===== config.mk =====
export PLATFORM = sky130hd
export DESIGN_NAME = voxel_line_walk_3d
export DESIGN_NICKNAME = d
export VERILOG_FILES = /design/src/rtl/vlw_pkg.sv /design/src/rtl/vlw_div.sv /design/src/rtl/vlw_front.sv /design/src/rtl/vlw_fifo.sv /design/src/rtl/vlw_back.sv /design/src/rtl/voxel_line_walk_3d.sv
export SDC_FILE = /design/constraint.sdc
export NUM_CORES = 1
export LEC_CHECK = 0
export BUFFER_PORTS_ARGS = -buffer_cell sky130_fd_sc_hd__buf_2
export CORE_MARGIN = 3
export CORE_UTILIZATION = 60
export CTS_BUF_LIST = sky130_fd_sc_hd__clkbuf_2 sky130_fd_sc_hd__clkbuf_4 sky130_fd_sc_hd__clkbuf_8
export CTS_CLUSTER_DIAMETER = 200
export DETAILED_ROUTE_END_ITERATION = 8
export HOLD_SLACK_MARGIN = 0.12
export PLACE_DENSITY = 0.81
export REMOVE_ABC_BUFFERS = 1
export SLEW_MARGIN = 20
export SYNTH_ARGS = -nofsm -noshare
export SYNTH_HDL_FRONTEND = slang
export SYNTH_HIERARCHICAL = 1
export SYNTH_SLANG_ARGS = --single-unit

===== constraint.sdc =====
create_clock -name clk -period 18.9 [get_ports clk]
set_clock_uncertainty 0.15 [all_clocks]
set_input_delay 0.945 -clock clk [delete_from_list [all_inputs] [get_ports clk]]
set_output_delay 0.945 -clock clk [all_outputs]
set_load 0.02 [all_outputs]

===== src/rtl/vlw_pkg.sv =====
`default_nettype none

package vlw_pkg;

  // Field widths of a line request and of an emitted point.
  localparam int XY_W = 9;
  localparam int Z_W = 6;
  localparam int PXY_W = XY_W + 1;
  localparam int PZ_W = Z_W + 1;

  // Fixed-point crossing times.
  localparam int UNIT_SHIFT = 9;
  localparam int QUO_W = XY_W + UNIT_SHIFT;
  localparam int T0_W = 20;
  localparam int TIME_W = 28;
  localparam logic [T0_W-1:0] TMAX_ALT = T0_W'(32'h3FFF_FFFF / 1024);
  localparam logic [T0_W-1:0] UNIT_TIME = T0_W'(512);

  // Highest coordinates; a step up from one of them ends the run at the bound.
  localparam logic signed [PXY_W-1:0] XY_TOP = PXY_W'(511);
  localparam logic signed [PZ_W-1:0] Z_TOP = PZ_W'(63);

  localparam int MAX_POINTS_DEF = 50;

  // Depth of the job queue between setup and walk.
  localparam int QDEPTH = 2;

  // Reason the run ended, carried on its last point.
  typedef enum logic [1:0] {
    CAUSE_END   = 2'd0,
    CAUSE_LIMIT = 2'd1,
    CAUSE_BOUND = 2'd2
  } cause_t;

  // One prepared walk: start, end, directions and initial crossing times.
  typedef struct packed {
    logic [XY_W-1:0] sx;
    logic [XY_W-1:0] sy;
    logic [Z_W-1:0]  sz;
    logic [XY_W-1:0] ex;
    logic [XY_W-1:0] ey;
    logic [Z_W-1:0]  ez;
    logic            neg_x;
    logic            neg_y;
    logic            neg_z;
    logic [T0_W-1:0] t0x;
    logic [T0_W-1:0] t0y;
    logic [T0_W-1:0] t0z;
  } job_t;

endpackage

`default_nettype wire


===== src/rtl/vlw_div.sv =====
`default_nettype none

// Restoring divider, one quotient bit per cycle.
module vlw_div
  import vlw_pkg::*;
(
  input  wire logic             clk,
  input  wire logic             rst,
  input  wire logic             start,
  input  wire logic [QUO_W-1:0] dividend,
  input  wire logic [XY_W-1:0]  divisor,
  output logic                  done,
  output logic [QUO_W-1:0]      quotient
);

  localparam int CNT_W = $clog2(QUO_W);

  logic              busy;
  logic [CNT_W-1:0]  cnt;
  logic [XY_W:0]     rem;
  logic [QUO_W-1:0]  quo;
  logic [XY_W-1:0]   dsr;
  logic [XY_W:0]     rem_sh;
  logic              fits;

  // Trial subtraction of the shifted partial remainder.
  always_comb begin
    rem_sh = {rem[XY_W-1:0], quo[QUO_W-1]};
    fits = rem_sh >= {1'b0, dsr};
  end

  assign quotient = quo;

  always_ff @(posedge clk) begin
    if (rst) begin
      busy <= 1'b0;
      done <= 1'b0;
      cnt <= '0;
    end else begin
      done <= 1'b0;
      if (start) begin
        busy <= 1'b1;
        cnt <= CNT_W'(QUO_W - 1);
        rem <= '0;
        quo <= dividend;
        dsr <= divisor;
      end else if (busy) begin
        rem <= fits ? rem_sh - {1'b0, dsr} : rem_sh;
        quo <= {quo[QUO_W-2:0], fits};
        cnt <= cnt - 1'b1;
        if (cnt == '0) begin
          busy <= 1'b0;
          done <= 1'b1;
        end
      end
    end
  end

endmodule

`default_nettype wire


===== src/rtl/vlw_front.sv =====
`default_nettype none

// Accepts line requests, finds the major axis and computes crossing times.
module vlw_front
  import vlw_pkg::*;
(
  input  wire logic        clk,
  input  wire logic        rst,
  input  wire logic        s_tvalid,
  output logic             s_tready,
  input  wire logic [47:0] s_tdata,
  input  wire logic        q_full,
  output logic             q_push,
  output job_t             q_job
);

  typedef enum logic [2:0] {
    F_IDLE, F_SEL, F_STA, F_WAITA, F_STB, F_WAITB, F_PUSH
  } fstate_t;

  typedef enum logic [1:0] {
    AX_X, AX_Y, AX_Z
  } axis_t;

  fstate_t state;
  axis_t major_ax;

  logic [XY_W-1:0] sx, sy, ex, ey;
  logic [Z_W-1:0]  sz, ez;
  logic            neg_x, neg_y, neg_z;
  logic [XY_W-1:0] ax, ay;
  logic [Z_W-1:0]  az;
  logic [XY_W-1:0] major, minor_a, minor_b;
  logic [T0_W-1:0] ta, tb;

  logic signed [XY_W:0] dx, dy;
  logic signed [Z_W:0]  dz;
  logic                 div_start, div_done;
  logic [QUO_W-1:0]     div_q;
  logic [T0_W-1:0]      t_cur;

  // Signed distances of the incoming request.
  always_comb begin
    dx = $signed({1'b0, s_tdata[32:24]}) - $signed({1'b0, s_tdata[8:0]});
    dy = $signed({1'b0, s_tdata[41:33]}) - $signed({1'b0, s_tdata[17:9]});
    dz = $signed({1'b0, s_tdata[47:42]}) - $signed({1'b0, s_tdata[23:18]});
  end

  assign s_tready = (state == F_IDLE);
  assign div_start = (state == F_STA) || (state == F_STB);
  assign q_push = (state == F_PUSH) && !q_full;

  vlw_div u_div (
    .clk      (clk),
    .rst      (rst),
    .start    (div_start),
    .dividend ({major, UNIT_SHIFT'(0)}),
    .divisor  ((state == F_STA) ? minor_a : minor_b),
    .done     (div_done),
    .quotient (div_q)
  );

  // A zero minor distance never crosses, so it takes the large constant.
  always_comb begin
    if (state == F_WAITA) begin
      t_cur = (minor_a == '0) ? TMAX_ALT : T0_W'(div_q);
    end else begin
      t_cur = (minor_b == '0) ? TMAX_ALT : T0_W'(div_q);
    end
  end

  // Job record: the major axis gets the unit time, the others the quotients.
  always_comb begin
    q_job.sx = sx;
    q_job.sy = sy;
    q_job.sz = sz;
    q_job.ex = ex;
    q_job.ey = ey;
    q_job.ez = ez;
    q_job.neg_x = neg_x;
    q_job.neg_y = neg_y;
    q_job.neg_z = neg_z;
    case (major_ax)
      AX_X: begin
        q_job.t0x = UNIT_TIME;
        q_job.t0y = ta;
        q_job.t0z = tb;
      end
      AX_Y: begin
        q_job.t0x = ta;
        q_job.t0y = UNIT_TIME;
        q_job.t0z = tb;
      end
      default: begin
        q_job.t0x = ta;
        q_job.t0y = tb;
        q_job.t0z = UNIT_TIME;
      end
    endcase
  end

  always_ff @(posedge clk) begin
    if (rst) begin
      state <= F_IDLE;
    end else begin
      case (state)
        F_IDLE: begin
          if (s_tvalid) begin
            sx <= s_tdata[8:0];
            sy <= s_tdata[17:9];
            sz <= s_tdata[23:18];
            ex <= s_tdata[32:24];
            ey <= s_tdata[41:33];
            ez <= s_tdata[47:42];
            neg_x <= dx[XY_W];
            neg_y <= dy[XY_W];
            neg_z <= dz[Z_W];
            ax <= dx[XY_W] ? XY_W'(-dx) : dx[XY_W-1:0];
            ay <= dy[XY_W] ? XY_W'(-dy) : dy[XY_W-1:0];
            az <= dz[Z_W] ? Z_W'(-dz) : dz[Z_W-1:0];
            state <= F_SEL;
          end
        end
        // Major axis: largest distance, ties go to x, then y.
        F_SEL: begin
          if (ax >= ay && ax >= XY_W'(az)) begin
            major_ax <= AX_X;
            major <= ax;
            minor_a <= ay;
            minor_b <= XY_W'(az);
          end else if (ay >= XY_W'(az)) begin
            major_ax <= AX_Y;
            major <= ay;
            minor_a <= ax;
            minor_b <= XY_W'(az);
          end else begin
            major_ax <= AX_Z;
            major <= XY_W'(az);
            minor_a <= ax;
            minor_b <= ay;
          end
          state <= F_STA;
        end
        F_STA: begin
          state <= F_WAITA;
        end
        F_WAITA: begin
          if (div_done) begin
            ta <= t_cur;
            state <= F_STB;
          end
        end
        F_STB: begin
          state <= F_WAITB;
        end
        F_WAITB: begin
          if (div_done) begin
            tb <= t_cur;
            state <= F_PUSH;
          end
        end
        F_PUSH: begin
          if (!q_full) begin
            state <= F_IDLE;
          end
        end
        default: begin
          state <= F_IDLE;
        end
      endcase
    end
  end

endmodule

`default_nettype wire


===== src/rtl/vlw_fifo.sv =====
`default_nettype none

// Short job queue between setup and walk.
module vlw_fifo
  import vlw_pkg::*;
(
  input  wire logic clk,
  input  wire logic rst,
  input  wire logic push,
  input  wire job_t push_job,
  input  wire logic pop,
  output logic      full,
  output logic      empty,
  output job_t      head_job
);

  localparam int PW = (QDEPTH > 1) ? $clog2(QDEPTH) : 1;
  localparam int CW = $clog2(QDEPTH + 1);

  job_t          mem [QDEPTH];
  logic [PW-1:0] wr_ptr, rd_ptr;
  logic [CW-1:0] count;

  assign full = (count == CW'(QDEPTH));
  assign empty = (count == '0);
  assign head_job = mem[rd_ptr];

  always_ff @(posedge clk) begin
    if (push) begin
      mem[wr_ptr] <= push_job;
    end
  end

  // Pointers wrap at the queue depth.
  always_ff @(posedge clk) begin
    if (rst) begin
      wr_ptr <= '0;
      rd_ptr <= '0;
      count <= '0;
    end else begin
      if (push) begin
        wr_ptr <= (wr_ptr == PW'(QDEPTH - 1)) ? '0 : wr_ptr + 1'b1;
      end
      if (pop) begin
        rd_ptr <= (rd_ptr == PW'(QDEPTH - 1)) ? '0 : rd_ptr + 1'b1;
      end
      if (push && !pop) begin
        count <= count + 1'b1;
      end else if (pop && !push) begin
        count <= count - 1'b1;
      end
    end
  end

endmodule

`default_nettype wire


===== src/rtl/vlw_back.sv =====
`default_nettype none

// Walks one prepared line, one voxel per cycle while the output is not stalled, into an output register.
module vlw_back
  import vlw_pkg::*;
#(
  parameter int MAX_POINTS = MAX_POINTS_DEF
) (
  input  wire logic        clk,
  input  wire logic        rst,
  input  wire logic        q_empty,
  input  wire job_t        q_job,
  output logic             q_pop,
  output logic             m_tvalid,
  input  wire logic        m_tready,
  output logic [31:0]      m_tdata,
  output logic             m_tlast,
  output logic [1:0]       m_tuser
);

  localparam int CW = $clog2(MAX_POINTS + 1);

  logic                    busy;
  job_t                    job;
  logic signed [PXY_W-1:0] px, py;
  logic signed [PZ_W-1:0]  pz;
  logic [TIME_W-1:0]       tx, ty, tz;
  logic [CW-1:0]           count;

  logic signed [PXY_W-1:0] out_x, out_y;
  logic signed [PZ_W-1:0]  out_z;
  logic                    out_last;
  cause_t                  out_cause;

  logic   advance, at_end, at_limit, sel_z, sel_x, at_bound, last;
  cause_t cause;
  logic signed [PXY_W-1:0] step_x, step_y;
  logic signed [PZ_W-1:0]  step_z;

  assign q_pop = !busy && !q_empty;
  assign advance = busy && (!m_tvalid || m_tready);

  // Stop tests for the current point and choice of the next step.
  always_comb begin
    at_end = (px == $signed({1'b0, job.ex})) && (py == $signed({1'b0, job.ey}))
          && (pz == $signed({1'b0, job.ez}));
    at_limit = (count == CW'(MAX_POINTS - 1));
    sel_z = (tz <= tx) && (tz <= ty);
    sel_x = !sel_z && (tx < ty);
    if (sel_z) begin
      at_bound = !job.neg_z && (pz == Z_TOP);
    end else if (sel_x) begin
      at_bound = !job.neg_x && (px == XY_TOP);
    end else begin
      at_bound = !job.neg_y && (py == XY_TOP);
    end
    last = at_end || at_limit || at_bound;
    if (at_end) begin
      cause = CAUSE_END;
    end else if (at_limit) begin
      cause = CAUSE_LIMIT;
    end else begin
      cause = CAUSE_BOUND;
    end
    step_x = job.neg_x ? -PXY_W'(1) : PXY_W'(1);
    step_y = job.neg_y ? -PXY_W'(1) : PXY_W'(1);
    step_z = job.neg_z ? -PZ_W'(1) : PZ_W'(1);
  end

  // Walk state: load a job, then emit and step until the run ends.
  always_ff @(posedge clk) begin
    if (rst) begin
      busy <= 1'b0;
      count <= '0;
    end else if (q_pop) begin
      busy <= 1'b1;
      job <= q_job;
      px <= $signed({1'b0, q_job.sx});
      py <= $signed({1'b0, q_job.sy});
      pz <= $signed({1'b0, q_job.sz});
      tx <= TIME_W'(q_job.t0x);
      ty <= TIME_W'(q_job.t0y);
      tz <= TIME_W'(q_job.t0z);
      count <= '0;
    end else if (advance) begin
      if (last) begin
        busy <= 1'b0;
      end else begin
        count <= count + 1'b1;
        if (sel_z) begin
          pz <= pz + step_z;
          tz <= tz + TIME_W'({job.t0z, 1'b0});
        end else if (sel_x) begin
          px <= px + step_x;
          tx <= tx + TIME_W'({job.t0x, 1'b0});
        end else begin
          py <= py + step_y;
          ty <= ty + TIME_W'({job.t0y, 1'b0});
        end
      end
    end
  end

  // Output register: refilled during a walk whenever it is empty or being taken.
  always_ff @(posedge clk) begin
    if (rst) begin
      m_tvalid <= 1'b0;
    end else if (advance) begin
      m_tvalid <= 1'b1;
      out_x <= px;
      out_y <= py;
      out_z <= pz;
      out_last <= last;
      out_cause <= last ? cause : CAUSE_END;
    end else if (m_tready) begin
      m_tvalid <= 1'b0;
    end
  end

  assign m_tdata = {5'd0, out_z, out_y, out_x};
  assign m_tlast = out_last;
  assign m_tuser = out_cause;

endmodule

`default_nettype wire


===== src/rtl/voxel_line_walk_3d.sv =====
`default_nettype none

// Channel  Dir  Payload
// s_*      in   s_tdata[47:0]: start_x, start_y, start_z, end_x, end_y, end_z
// m_*      out  m_tdata[31:0]: point_x, point_y, point_z; m_tlast: is_last;
//               m_tuser[1:0]: stop_cause
//
// Setup of one request runs two divisions on the shared bit-serial
// divider; then the walk emits one point per cycle while the output is
// not stalled, 1 to MAX_POINTS points. The job queue lets setup of
// the next request overlap the current walk. Reset clears all control
// state; a stalled output holds the walk in place without losing points.
module voxel_line_walk_3d
  import vlw_pkg::*;
#(
  parameter int MAX_POINTS = MAX_POINTS_DEF
) (
  input  wire logic        clk,
  input  wire logic        rst,
  input  wire logic        s_tvalid,
  output logic             s_tready,
  input  wire logic [47:0] s_tdata,  // start_x, start_y, start_z, end_x, end_y, end_z
  output logic             m_tvalid,
  input  wire logic        m_tready,
  output logic [31:0]      m_tdata,  // point_x, point_y, point_z, zero fill
  output logic             m_tlast,
  output logic [1:0]       m_tuser   // stop_cause
);

  logic q_full, q_empty, q_push, q_pop;
  job_t push_job, head_job;

  vlw_front u_front (
    .clk      (clk),
    .rst      (rst),
    .s_tvalid (s_tvalid),
    .s_tready (s_tready),
    .s_tdata  (s_tdata),
    .q_full   (q_full),
    .q_push   (q_push),
    .q_job    (push_job)
  );

  vlw_fifo u_fifo (
    .clk      (clk),
    .rst      (rst),
    .push     (q_push),
    .push_job (push_job),
    .pop      (q_pop),
    .full     (q_full),
    .empty    (q_empty),
    .head_job (head_job)
  );

  vlw_back #(
    .MAX_POINTS (MAX_POINTS)
  ) u_back (
    .clk      (clk),
    .rst      (rst),
    .q_empty  (q_empty),
    .q_job    (head_job),
    .q_pop    (q_pop),
    .m_tvalid (m_tvalid),
    .m_tready (m_tready),
    .m_tdata  (m_tdata),
    .m_tlast  (m_tlast),
    .m_tuser  (m_tuser)
  );

endmodule

`default_nettype wire


==> run metrics, run 1 <==
Placer Congestion=0.9429; Worst Tran Pin Value=between 1 and 1.5 ns; layout cells sized above 1=0.1752; count leader, synth=edfxtp_1; vias in the first global route=approximately 21000; yosys warns=6; clk root buf=clkbuf_8; Avg WL per Cell=20.66 um; CTS Hold Bufs=0; Pwr Density=approximately 140 nW/um^2; Max stage delay on crit path=just over 0.7 ns; area share of the largest cell type after synthesis=0.5739; combinational group share of total power=0.365; Startpoint Class=register; RSZ-0062 raised after global routing=no; critical path fanouts, max=37; initial antenna violation count=0; sequential share of the synthesized area=0.5879; most frequent CP cell=nand2_1; Cell Area, Synth=between 30000 and 40000 sq um; CTS H-tree depth=3; cts repair resizes=0; Int Power=roughly 0.0033 W; MaxCap Viol Count=0; TritonCTS Buffers=101; P_sw=0.001843 W; gr usage total=0.2501; final setup violation count=0; CP top delay family=simple AND/OR/NAND/NOR gates; Global Route met3 Usage=0.03476; Peak Freq=~240 MHz; crit end category=register; Clock Tree Buf Depth=3; worst min-delay path class=register to register; Pre-antenna DRT Iters=5; initial DRC count=1571; Slew headroom=0.2481; Slew Viols, Final=0; Initial Util=0.6082; largest net degree at the start of global routing=79; area grow syn2layout=9.546%; Die Span X=about 240 um; Hold Violations, Final=0; most area-hungry cell type in the Yosys netlist=edfxtp_1; first-pass GRT wire length=about 110000 um; setup_tns=0 ns; crit path cell chain=inv_1, ha_1, nand4_1, nor3_1, nand2_1, nor4_1, o21a_1, o211a_4, nand2_1, o41ai_2, buf_4; Clk Latency, worst-skew pair=slightly below 0.7 ns; vias=around 21000; leakage power=roughly 14 nW; antenna fix cells=0; DP HPWL=about 50000 um; post-CTS setup buffer count=0; EDFF count, synth=roughly 630; number of synthesized register bits=651; Slowest-stage cell, CP=nor4_1; Clock Pin Slew Worst Setup and Hold Paths=around 0.060 ns; fraction of registers with async set/reset=0; outcome=finished clean; CP Buf/Inv Count=2; clock network power share=0.227; Final period util=0.2244; share of power burned in registers=0.408; Critical Path AT=4.39 ns; Yosys cell types=between 80 and 90; critical path class=register to register; synth top area cells=edfxtp_1 (57%), ha_1 (8.6%), mux2_2 (5.2%); Worst VDD drop=approximately 0.0001 V; Row Count=between 80 and 90; total wire length=between 70000 and 80000 um; gr busiest metal=met2; Die Ht=240.0 um; Net Sw Frac=0.3606; Main synth FF type=edfxtp_1; M2 GR Usage=0.4118; GRT Residual Overflow=0; Synth top cells by count=edfxtp_1 (628), ha_1 (225), inv_1 (179); port bufs=between 80 and 90; Mapped Cells=2558; via/cell ratio=5.958; clock period minus worst slack=around 4.2 ns; CTS tree=yes; worst path required time=19.05 ns; Residual DRC=0; IO Count=just under 90; Core Util, Final=0.6663; CTS Sinks=around 650; Avg Inst Size Synth=about 13 sq um; core box area=about 54000 sq um; GR Layer Usage met1=0.3246; Nets=about 3000; Post-DRT Antenna Nets=0; die area=57610 sq um
state kept, by name (all words and copies together) (netlist names), 10 cells and up, named ones only:
register,cells
u_back/out_y,10
u_front/u_div/quotient,18
u_back/tz,28
u_back/job,87
u_front/ta,19
u_back/out_x,10
u_front/tb,19
u_back/tx,28
u_fifo/mem,222
u_back/ty,28
u_back/py,10
u_back/px,10
power groups by stage:
stage	Combinational (W)	Sequential (W)	Clock, W
after detailed placement	0.00182	0.00211	0
after global placement	0.00176	0.00210	0
after CTS	0.00184	0.00208	0.00119
after global routing	0.00205	0.00210	0.00125
after floorplan	0.00132	0.00208	0
final	0.00187	0.00208	0.00116
worst register-to-register path, cell delays in order, from the launching register on:
cell      delay [ns]
edfxtp_1        0.47
inv_1           0.16
ha_1            0.30
nand4_1         0.13
nor3_1          0.44
nand2_1         0.11
nor4_1          0.71
o21a_1          0.25
o211a_4         0.21
nand2_1         0.11
o41ai_2         0.23
buf_4           0.54
metal layers:
layer	share of wire	wire length [um]	vias to the layer above
met1	0.42	30170	10080
met4	0.048	3432	0
met3	0.051	3692	183
met5	0	0	-
met2	0.48	34620	720
li1	-	-	9756
metrics by stage:
stage | instance area, sq um | power (W) | setup WS, ns | hold slack, ns | cells
detailed placement | 33990 | 0.003933 | 14.68 | 0.2798 | 3295
global route | 36000 | 0.005405 | 14.45 | 0.2572 | 3481
finish | 36000 | 0.005110 | 14.66 | 0.2774 | 3481
floorplan | 32470 | 0.003407 | 11.60 | 0.2715 | 2495
CTS | 35990 | 0.005113 | 14.65 | 0.2313 | 3481
global placement | 33990 | 0.003863 | 14.82 | 0.2716 | 3295
kinds of logic after synthesis:
family                     after synthesis  share of synthesized area
AOI/OAI and AO/OA                      475                    0.09455
xor gates and xnor gates               144                    0.03838
adders and majority gates              235                    0.09177
buffers and inverters                  259                    0.03416
DFF                                    651                     0.5879
muxes                                  174                    0.05913
other                                    2                  0.0002286
and+or+nand+nor                        618                    0.09386
final timing paths:
| path | from | end | slack (ns) | cells past startpoint |
|---|---|---|---|---|
| worst max-delay path | u_back/tx[24]$_SDFFCE_PP0P_ | u_back/tx[1]$_DFFE_PP_ | 14.66 | 11 |
| worst min-delay path | u_front/ex[2]$_DFFE_PP_ | u_fifo/mem[0][80]$_DFFE_PP_ | 0.28 | 0 |
| worst max register to register | u_back/tx[24]$_SDFFCE_PP0P_ | u_back/tx[1]$_DFFE_PP_ | 14.66 | 11 |
| worst min register to register | u_front/ex[2]$_DFFE_PP_ | u_fifo/mem[0][80]$_DFFE_PP_ | 0.28 | 0 |
layout make-up:
type	instances	area, sq um
Clock buffer	142	1735
Timing Repair Buffer	104	573.1
Clock inverter	44	271.5
Sequential cell	651	19320
Tap cell	696	870.8
Multi-Input combinational cell	1663	12540
Fill cell	3785	18030
Inverter	181	679.4
cells in the final DEF, fill, tap and decap left out, drive strengths merged, types with 54 or more instances in the layout:
cell type / n
edfxtp: 628
ha: 225
inv: 184
nor2: 163
a21oi: 159
mux2: 155
clkbuf: 142
nand2: 139
o21ai: 105
buf: 104
xnor2: 85
xor2: 59
nor2b: 54
Note: power is estimated with default switching activity, not from simulation.
==> run 2: changes to the inputs <==
--- a/config.mk
+++ b/config.mk
@@ -5,6 +5,7 @@
 export SDC_FILE = /design/constraint.sdc
 export NUM_CORES = 1
 export LEC_CHECK = 0
+export ABC_AREA = 1
 export BUFFER_PORTS_ARGS = -buffer_cell sky130_fd_sc_hd__buf_2
 export CORE_MARGIN = 3
 export CORE_UTILIZATION = 60
==> constraint.sdc (replaced) <==
create_clock -name clk -period 4.2 [get_ports clk]
set_clock_uncertainty 0.15 [all_clocks]
set_input_delay 0.21 -clock clk [delete_from_list [all_inputs] [get_ports clk]]
set_output_delay 0.21 -clock clk [all_outputs]
set_load 0.02 [all_outputs]
==> run metrics, run 2 <==
DP HPWL=about 54000 um; EDFF count, synth=approximately 630; outcome=finished clean; Cell Area, Synth=between 30000 and 40000 sq um; post-place setup slack=between 0.7 and 0.8 ns; Net Sw Frac=0.3904; setup_tns=0 ns; area share of the largest cell type after synthesis=0.5499; final setup violation count=0; area grow syn2layout=12.91%; Post-DP Area=35590 sq um; Row Count=slightly below 90; CTS tree=yes; largest net degree at the start of global routing=between 100 and 150; Pwr Density=a little under 700 nW/um^2; Worst Setup Slack, final=0.7016 ns; share of power burned in registers=0.383; CTS Sinks=651; most frequent cells in the layout=nand2_1 (773), edfxtp_1 (628), inv_1 (364), nor2_1 (237), ha_1 (225); Startpoint Class=register; M1 WL=around 32000 um; CP top delay family=simple AND/OR/NAND/NOR gates; worst hold stages=5; GRT Residual Overflow=0; via/cell ratio=around 5.6; Slew headroom=0.2965; total wire length=between 80000 and 90000 um; FF-to-FF Start=u_back/tz[23]$_SDFFCE_PP0P_; Max stage delay on crit path=slightly below 0.5 ns; Critical Path AT=3.74 ns; Mapped Cells=~3300; Hold Path Sink=u_back/m_tvalid$_SDFFE_PP0P_; initial DRC count=about 2300; most area-hungry cell type in the Yosys netlist=edfxtp_1; MaxCap Viol Count=0; Fillers=between 3000 and 4000; Slew Viols, Final=0; Int Power=0.01592 W; port bufs=between 80 and 90; Reg with most FFs=u_fifo/mem; fraction of registers with async set/reset=0; Final period util=0.8329; Hold Violations, Final=0; synth top area cells=edfxtp_1 (55%), nand2_1 (8.5%), ha_1 (8.2%); DR WL met2=40810 um; Main synth FF type=edfxtp_1; vias in the first global route=between 20000 and 25000; core box area=between 50000 and 60000 sq um; vias=~25000; clock period minus worst slack=between 3 and 4 ns; CTS H-tree depth=3; Initial Util=0.6070; combinational group share of total power=0.401; critical path class=register to register; Clock Tree Buf Depth=3; worst path required time=around 4.4 ns; Synth top cells by count=nand2_1 (773), edfxtp_1 (628), inv_1 (366); Fin Hold WS=0.2282 ns; worst r2r path cells=14; cts repair resizes=0; Clock Pin Slew Worst Setup and Hold Paths=0.06 ns; Worst VDD drop=0.0003385 V; reg2reg setup slack=0.70 ns; leakage power=16.11 nW; layout cells sized above 1=0.1417; Avg WL per Cell=between 15 and 20 um; crit path cell chain=ha_1, nand2_1, nor2_1, nand2_1, nor3_2, nand3_1, nand2_2, nand2_2, nand3_4, nand2_2, nand2_1, nand3_1, nor2_4, buf_12; initial antenna violation count=2; die area=between 60000 and 70000 sq um; sequential share of the synthesized area=0.5633; top flop regs=u_fifo/mem x222, u_back/job x87; yosys warns=6; Hold Crit Start=m_tready; commonest non-fill, non-tap cell in the layout=nand2_1; CP Buf/Inv Count=1; RSZ-0062 raised after global routing=no; clk root buf=clkbuf_8; FF-to-FF End=u_back/ty[3]$_DFFE_PP_; P_sw=~0.010 W; first-pass GRT wire length=approximately 130000 um; Placer Congestion=around 0.90; Slowest-stage cell, CP=edfxtp_1; Die Span X=245.1 um; Clk Latency, worst-skew pair=between 0.7 and 0.8 ns; Residual DRC=0; gr usage total=0.2706; Worst Tran Pin Value=around 1.1 ns; critical path fanouts, max=27; IO Count=89; count leader, synth=nand2_1; crit end category=register; Yosys cell types=61; clock network power share=0.216; Nets=about 3800; Avg Inst Size Synth=around 10 sq um; Largest register FFs=approximately 220; Layout Cell Area excl Fill=about 39000 sq um; Post-DRT Antenna Nets=0; Max Used Layer=met4; worst min-delay path class=input port to register; TritonCTS Buffers=between 100 and 150; Pre-antenna DRT Iters=6; number of synthesized register bits=651; met3 routed WL=approximately 5400 um; Peak Freq=285.8 MHz; Die Ht=245.1 um
-- run 2: through the flow --
stage                 util  std cells  power (W)
global placement    0.6299       4094    0.01988
CTS                 0.6853       4377    0.02597
floorplan                -       3233    0.01773
detailed placement  0.6299       4094    0.02025
global route        0.6854       4379    0.02795
finish              0.6854       4380    0.02612
-- run 2: layout make-up --
cell class,instances,area [sq um],share of cell area
antenna,3,7.507,0.0001939
clock buffer,139,1713,0.04423
clock inverter,45,422.9,0.01092
inverter,388,1466,0.03787
multi-input combinational,2194,13200,0.3409
sequential,651,19320,0.4990
tap,756,945.9,0.02443
timing repair buffer,204,1647,0.04252
-- run 2: kinds of logic after synthesis --
kind of cell | synth area share
compound gates | 0.06439
xor+xnor | 0.01839
fa+ha+maj | 0.08792
buf+inv | 0.05575
flops | 0.5633
mux | 0.03907
other cells | 0.0002190
simple gates | 0.1710
-- run 2: power by group through the flow --
stage / Combinational [W] / Clock, W / Sequential (W)
final: 0.0105 / 0.00564 / 0.0100
after detailed placement: 0.0101 / 0 / 0.0101
after global routing: 0.0118 / 0.00599 / 0.0101
after floorplan: 0.00772 / 0 / 0.0100
after global placement: 0.00984 / 0 / 0.0100
after CTS: 0.0103 / 0.00567 / 0.00998
-- run 2: worst max-delay path by stage --
stage	from	end	slack (ns)	depth (start not counted)
floorplan	u_fifo/count[0]$_SDFFE_PP0P_	u_back/pz[0]$_DFFE_PP_	-8.15	6
global placement	u_back/tz[23]$_SDFFCE_PP0P_	u_back/ty[2]$_DFFE_PP_	0.77	14
detailed placement	u_back/tz[23]$_SDFFCE_PP0P_	u_back/ty[4]$_DFFE_PP_	0.73	14
CTS	u_back/tz[23]$_SDFFCE_PP0P_	u_back/ty[13]$_DFFE_PP_	0.71	14
global route	u_back/tx[21]$_SDFFCE_PP0P_	u_back/ty[12]$_DFFE_PP_	0.52	17
finish	u_back/tz[23]$_SDFFCE_PP0P_	u_back/ty[3]$_DFFE_PP_	0.70	14
-- run 2: metal layers --
metal,global-route usage,vias to the layer above
met5,0,-
met4,0.1070,0
met2,0.4715,1059
li1,-,11800
met1,0.3426,11620
met3,0.03878,227
-- run 2: worst register-to-register path: cells and delay by family, from the launching register on --
kind	cells	cell delay [ns]
flip-flops	1	0.49
AND/OR/NAND/NOR	12	1.90
adder cells (fa/ha/maj)	1	0.37
buffers and inverters	1	0.26
-- run 2: what timing repair did --
item | in CTS | in global routing
hold endpoints to repair | 112 | 0
hold buffers | 99 | 0
buffers inserted | 0 | 0
